## config.mk

```make
export PLATFORM = sky130hd
export DESIGN_NAME = signed_int_to_decimal_ascii
export DESIGN_NICKNAME = d
export VERILOG_FILES = /design/src/rtl/sida_pkg.sv /design/src/rtl/sida_digit_cell.sv /design/src/rtl/signed_int_to_decimal_ascii.sv
export SDC_FILE = /design/constraint.sdc
export NUM_CORES = 1
export LEC_CHECK = 0
export BUFFER_PORTS_ARGS = -buffer_cell sky130_fd_sc_hd__buf_2
export CORE_ASPECT_RATIO = 0.5
export CORE_MARGIN = 2
export CORE_UTILIZATION = 40
export DETAILED_ROUTE_END_ITERATION = 12
export SKIP_LAST_GASP = 1
export SLEW_MARGIN = 20
export SYNTH_ARGS = -nofsm -noshare
export SYNTH_HDL_FRONTEND = slang
export SYNTH_HIERARCHICAL = 1
export SYNTH_SLANG_ARGS = --single-unit
```

## constraint.sdc

```tcl
create_clock -name clk -period 8.56 [get_ports clk]
set_input_delay 0.856 -clock clk [delete_from_list [all_inputs] [get_ports clk]]
set_output_delay 0.856 -clock clk [all_outputs]
set_load 0.01 [all_outputs]
```

## src/rtl/sida_pkg.sv

```systemverilog
// Shared types and constants for the signed integer to decimal ASCII converter.
// No dependencies.
`timescale 1ns / 1ps

package sida_pkg;

  // Default width of the input integer.
  localparam int DEF_VALUE_BITS = 32;

  // log10(2) scaled by 1e5, for the digit count of 2^(n-1).
  localparam int LOG10_2_SCALED = 30103;
  localparam int LOG10_SCALE    = 100000;

  localparam logic [7:0] CHAR_MINUS     = 8'h2D;
  localparam logic [3:0] CHAR_ZERO_HIGH = 4'h3;  // '0'..'9' are 0x30..0x39

  typedef logic [3:0] digit_t;

  // Operation applied to every digit cell in the same cycle.
  typedef enum logic [1:0] {
    CELL_HOLD,
    CELL_CLEAR,
    CELL_DABBLE,
    CELL_SHIFT
  } cell_op_t;

endpackage

```

## src/rtl/sida_digit_cell.sv

```systemverilog
// One BCD digit cell of the conversion chain: add-3 / shift step and digit shift-up.
// Depends on sida_pkg.
`timescale 1ns / 1ps

module sida_digit_cell
  import sida_pkg::*;
(
  input  logic     clk,
  input  cell_op_t op,
  input  logic     carry_in,   // bit from the lower cell (or the magnitude MSB)
  input  digit_t   digit_in,   // lower cell's digit, used on shift-up
  output digit_t   digit,
  output logic     carry_out
);

  digit_t adj;

  always_comb begin
    adj       = (digit >= 4'd5) ? digit + 4'd3 : digit;
    carry_out = adj[3];
  end

  always_ff @(posedge clk) begin
    unique case (op)
      CELL_CLEAR:  digit <= '0;
      CELL_DABBLE: digit <= {adj[2:0], carry_in};
      CELL_SHIFT:  digit <= digit_in;
      default:     digit <= digit;
    endcase
  end

endmodule

```

## src/rtl/signed_int_to_decimal_ascii.sv

```systemverilog
// Flow: a request is taken in IDLE, the magnitude passes through the add-3 chain,
// leading zero digits are trimmed, and then the characters go out.
// One number at a time: no new request is taken until the last character of the
// current number is accepted. The bit-serial add-3 pass over the digit cell chain
// takes one magnitude bit per cycle.
// Reset: synchronous, active high; returns to idle with no character pending.
`timescale 1ns / 1ps

module signed_int_to_decimal_ascii
  import sida_pkg::*;
#(
  parameter int VALUE_BITS = DEF_VALUE_BITS
) (
  input  logic                         clk,
  input  logic                         rst,
  // input request
  input  logic                         in_valid,
  output logic                         in_ready,
  input  logic signed [VALUE_BITS-1:0] value,
  // output characters
  output logic                         out_valid,
  input  logic                         out_ready,
  output logic        [7:0]            character,
  output logic                         last_char
);

  // Decimal digits of 2^(VALUE_BITS-1), the largest magnitude.
  localparam int NumDigits = ((VALUE_BITS - 1) * LOG10_2_SCALED) / LOG10_SCALE + 1;
  localparam int CntW      = $clog2(VALUE_BITS + 1);
  localparam int RemW      = $clog2(NumDigits + 1);

  // Flow: IDLE takes a request, CONV runs VALUE_BITS double-dabble steps through the
  // cell chain, TRIM shifts leading zero digits out the top, SIGN sends '-', and
  // DIGITS sends the top cell's digit and shifts the chain up once per character.
  typedef enum logic [2:0] {
    IDLE,
    CONV,
    TRIM,
    SIGN,
    DIGITS
  } state_t;

  state_t                state;
  logic [VALUE_BITS-1:0] mag;       // magnitude, MSB first into the chain
  logic                  neg;
  logic [CntW-1:0]       bit_cnt;   // conversion steps left
  logic [RemW-1:0]       rem;       // digits still in the chain to send

  cell_op_t              cell_op;
  digit_t                digits [NumDigits];
  logic   [NumDigits-1:0] carry;    // carry[i] feeds cell i
  digit_t                top_digit;

  logic in_acc;
  logic out_acc;

  assign in_ready  = (state == IDLE);
  assign out_valid = (state == SIGN) || (state == DIGITS);
  assign in_acc    = in_valid && in_ready;
  assign out_acc   = out_valid && out_ready;
  assign top_digit = digits[NumDigits-1];

  assign character = (state == SIGN) ? CHAR_MINUS : {CHAR_ZERO_HIGH, top_digit};
  assign last_char = (state == DIGITS) && (rem == RemW'(1));

  // Chain control: every cell gets the same operation each cycle.
  always_comb begin
    cell_op = CELL_HOLD;
    unique case (state)
      IDLE:    if (in_acc) cell_op = CELL_CLEAR;
      CONV:    cell_op = CELL_DABBLE;
      TRIM:    if (top_digit == '0 && rem > RemW'(1)) cell_op = CELL_SHIFT;
      DIGITS:  if (out_ready) cell_op = CELL_SHIFT;
      default: cell_op = CELL_HOLD;
    endcase
  end

  assign carry[0] = mag[VALUE_BITS-1];

  for (genvar i = 0; i < NumDigits; i++) begin : g_cell
    if (i < NumDigits - 1) begin : g_mid
      sida_digit_cell u_cell (
        .clk       (clk),
        .op        (cell_op),
        .carry_in  (carry[i]),
        .digit_in  ((i == 0) ? digit_t'(0) : digits[(i == 0) ? 0 : i - 1]),
        .digit     (digits[i]),
        .carry_out (carry[i+1])
      );
    end else begin : g_top
      // Top cell never overflows: the chain is sized for the largest magnitude.
      sida_digit_cell u_cell (
        .clk       (clk),
        .op        (cell_op),
        .carry_in  (carry[i]),
        .digit_in  ((i == 0) ? digit_t'(0) : digits[(i == 0) ? 0 : i - 1]),
        .digit     (digits[i]),
        .carry_out ()
      );
    end
  end

  always_ff @(posedge clk) begin
    if (rst) begin
      state   <= IDLE;
      neg     <= 1'b0;
      bit_cnt <= '0;
      rem     <= '0;
    end else begin
      unique case (state)
        IDLE: begin
          if (in_acc) begin
            neg     <= value[VALUE_BITS-1];
            // Most negative value negates to itself, which is its unsigned magnitude.
            mag     <= value[VALUE_BITS-1] ? (~value + 1'b1) : value;
            bit_cnt <= CntW'(VALUE_BITS);
            state   <= CONV;
          end
        end
        CONV: begin
          mag     <= mag << 1;
          bit_cnt <= bit_cnt - 1'b1;
          if (bit_cnt == CntW'(1)) begin
            rem   <= RemW'(NumDigits);
            state <= TRIM;
          end
        end
        TRIM: begin
          if (top_digit == '0 && rem > RemW'(1)) begin
            rem <= rem - 1'b1;
          end else begin
            state <= neg ? SIGN : DIGITS;
          end
        end
        SIGN: begin
          if (out_ready) state <= DIGITS;
        end
        DIGITS: begin
          if (out_ready) begin
            rem <= rem - 1'b1;
            if (rem == RemW'(1)) state <= IDLE;
          end
        end
        default: state <= IDLE;
      endcase
    end
  end

endmodule

```

==> run summary <==
Status -> complete, no violations
Largest net degree at the start of global routing -> 71
WL met1 -> 6220 µm
Port bufs -> 43
Peak VDD IR -> 0.000131 V
Final #Nets -> 716
Hold Crit Class -> reg2reg
Ports -> 47
First drt pass iteration count -> 4
Area occupied by multi-input gates -> 3230 µm²
Post-DRT Antenna Nets -> 0
Worst hold path depth -> 2
Crit path launch type -> flip-flop
Pwr/cell area -> 315 nW/µm²
Clock Root Buffer -> clkbuf_16
Initial core utilization -> 40.8%
Flop2flop setup slack -> 5.36 ns
Launch point of the worst reg-to-reg path -> state[2]
Global-route wire length before repair -> 20200 µm
CTS tree -> done
Crit Reg-Reg Endpoint -> g_cell[9].g_top.u_cell/digit[1]
Unrepaired setup endpoints after global routing -> no
ANT cells -> 0
DIE AREA -> 15800 µm²
CP required -> 8.65 ns
Worst slew pin tran -> 1.04 ns
Clk_lat worst skew -> 0.34 ns
Max-slew violations -> 0
Setup WS pre-CTS -> 5.36 ns
R2R cell count -> 4
Worst path arrival time -> 3.30 ns
Via count -> 4656
Total CTS buffers -> 9
Final GP Congestion -> 0.829
Gr ovfl total -> 0
Min-delay src -> neg
Finished Cell Area -> 6580 µm²
H-tree levels -> 3
FILL cells -> 1409
Drt drc -> 0
Cts hold-fix bufs -> 0
Hold WS -> 0.458 ns
Synth warn -> 6
Final worst slack -> 5.36 ns
Routed wl met3 -> 383 µm
Worst Skew -> 0.00723 ns
Drt wl/cell -> 13.9 µm
Hold endpoint -> neg
Layout cells sized above 1 -> 15.0%
Leak pwr -> 2.75 nW
Post-Route WL -> 11900 µm
Site row count -> 31
DP Wirelength -> 8100 µm
CP endpoint kind -> flip-flop
Crit path max fanout -> 70
GRT Util Overall -> 15.3%
Final Hold Fails -> 0
Setup-failing EPs final -> 0
Dpl cells -> 842
Post-Syn Instances -> 613
Pwr Total -> 2.07 mW
Avg Cell Area, Syn -> 9.61 µm²
Reg area -> 2440 µm²
CTS clk-pin slew, worst paths -> 0.07 ns
CTS Sinks -> 86
Die W -> 176 µm
Dpl cell area -> 6310 µm²
Area Overhead vs Synth -> 11.8%
FMAX -> 312 MHz
Final core occ -> 45.6%
DRT iter0 DRCs -> 240
Max Used Layer -> met4
Initial antenna violation count -> 0
Non-Filler Instances -> 858
Mapped cell area -> 5890 µm²
Max Cap Viol -> 0
TNS Setup -> 0 ns
Vias per cell -> 5.43
Bufs on Longest Clock Path -> 2
Core area -> 14400 µm²
Vias in the first global route -> 4248
Max-slew headroom -> 30.3%
Setup CP Type -> reg2reg
Post-CTS resize count -> 0
DR WL met2 -> 5160 µm
Crit share post-route -> 37.4%
Die Y -> 89.8 µm
Postcts setup bufs -> 0
Tmin final -> 3.20 ns
==> state kept, by name, indices dropped and copies added (netlist names) <==
| name | flops |
|---|---|
| mag | 32 |
| g_cell.g_mid.u_cell/digit | 36 |
| neg | 1 |
| state | 3 |
| g_cell.g_top.u_cell/digit | 4 |
| bit_cnt | 6 |
| rem | 4 |
==> per-layer routing <==
layer / vias to the layer above / global-route usage (%)
met3: 9 / 3.17
li1: 2378 / -
met5: - / 0
met2: 68 / 23.7
met1: 2201 / 21.8
met4: 0 / 4.13
==> cell usage in the layout, fill, tap and decap left out, drive strengths merged, types with 2 or more instances in the layout <==
cell type   n
xor2       29
nand4b      2
a211o      20
or3         3
o21a        2
nor2b      12
nor2       38
nor3b      11
inv        42
a2111oi    10
dfxtp      14
nand2      50
nand2b     13
nand3       8
clkbuf      9
or2b        9
ha         25
buf        46
and3       21
nor4        6
a21oi      17
o31ai       9
o41ai       8
or4         2
o211a      10
o211ai      2
a211oi     11
and2        2
clkinv      5
a21o       10
mux2i      13
edfxtp     72
nand3b     12
conb        7
or2        15
nor3       11
nand4       3
o21ai      59
a311oi     11
==> report_power, final <==
| part | internal (mW) | switching, mW |
|---|---|---|
| clock | 0.197 | 0.172 |
| sequential | 0.688 | 0.165 |
| combinational | 0.366 | 0.485 |
==> critical path: stages (launching register included) <==
cell and delay [ns]:
dfxtp_1 0.61, or3b_1 0.75, nand2_2 0.81, and3_1 0.46, a211o_1 0.29
==> layout make-up <==
| cell class | count | area share (%) |
|---|---|---|
| repair buffers | 46 | 3.61 |
| multi-input cells | 471 | 49.0 |
| well taps | 198 | 3.76 |
| inverters | 41 | 2.34 |
| clock inverters | 7 | 0.741 |
| flip-flops and latches | 86 | 37.1 |
| clock buffers | 9 | 3.42 |
==> worst max path at each step <==
stage / start / end / slack, ns
floorplan: in_valid / g_cell[1].g_mid.u_cell/digit[1] / 5.38
global placement: state[2] / g_cell[6].g_mid.u_cell/digit[1] / 5.42
detailed placement: state[2] / g_cell[9].g_top.u_cell/digit[1] / 5.36
CTS: state[2] / g_cell[3].g_mid.u_cell/digit[1] / 5.34
global route: state[2] / g_cell[6].g_mid.u_cell/digit[1] / 5.05
finish: state[2] / g_cell[9].g_top.u_cell/digit[1] / 5.36
No activity file was read; power rests on OpenSTA's default activity.
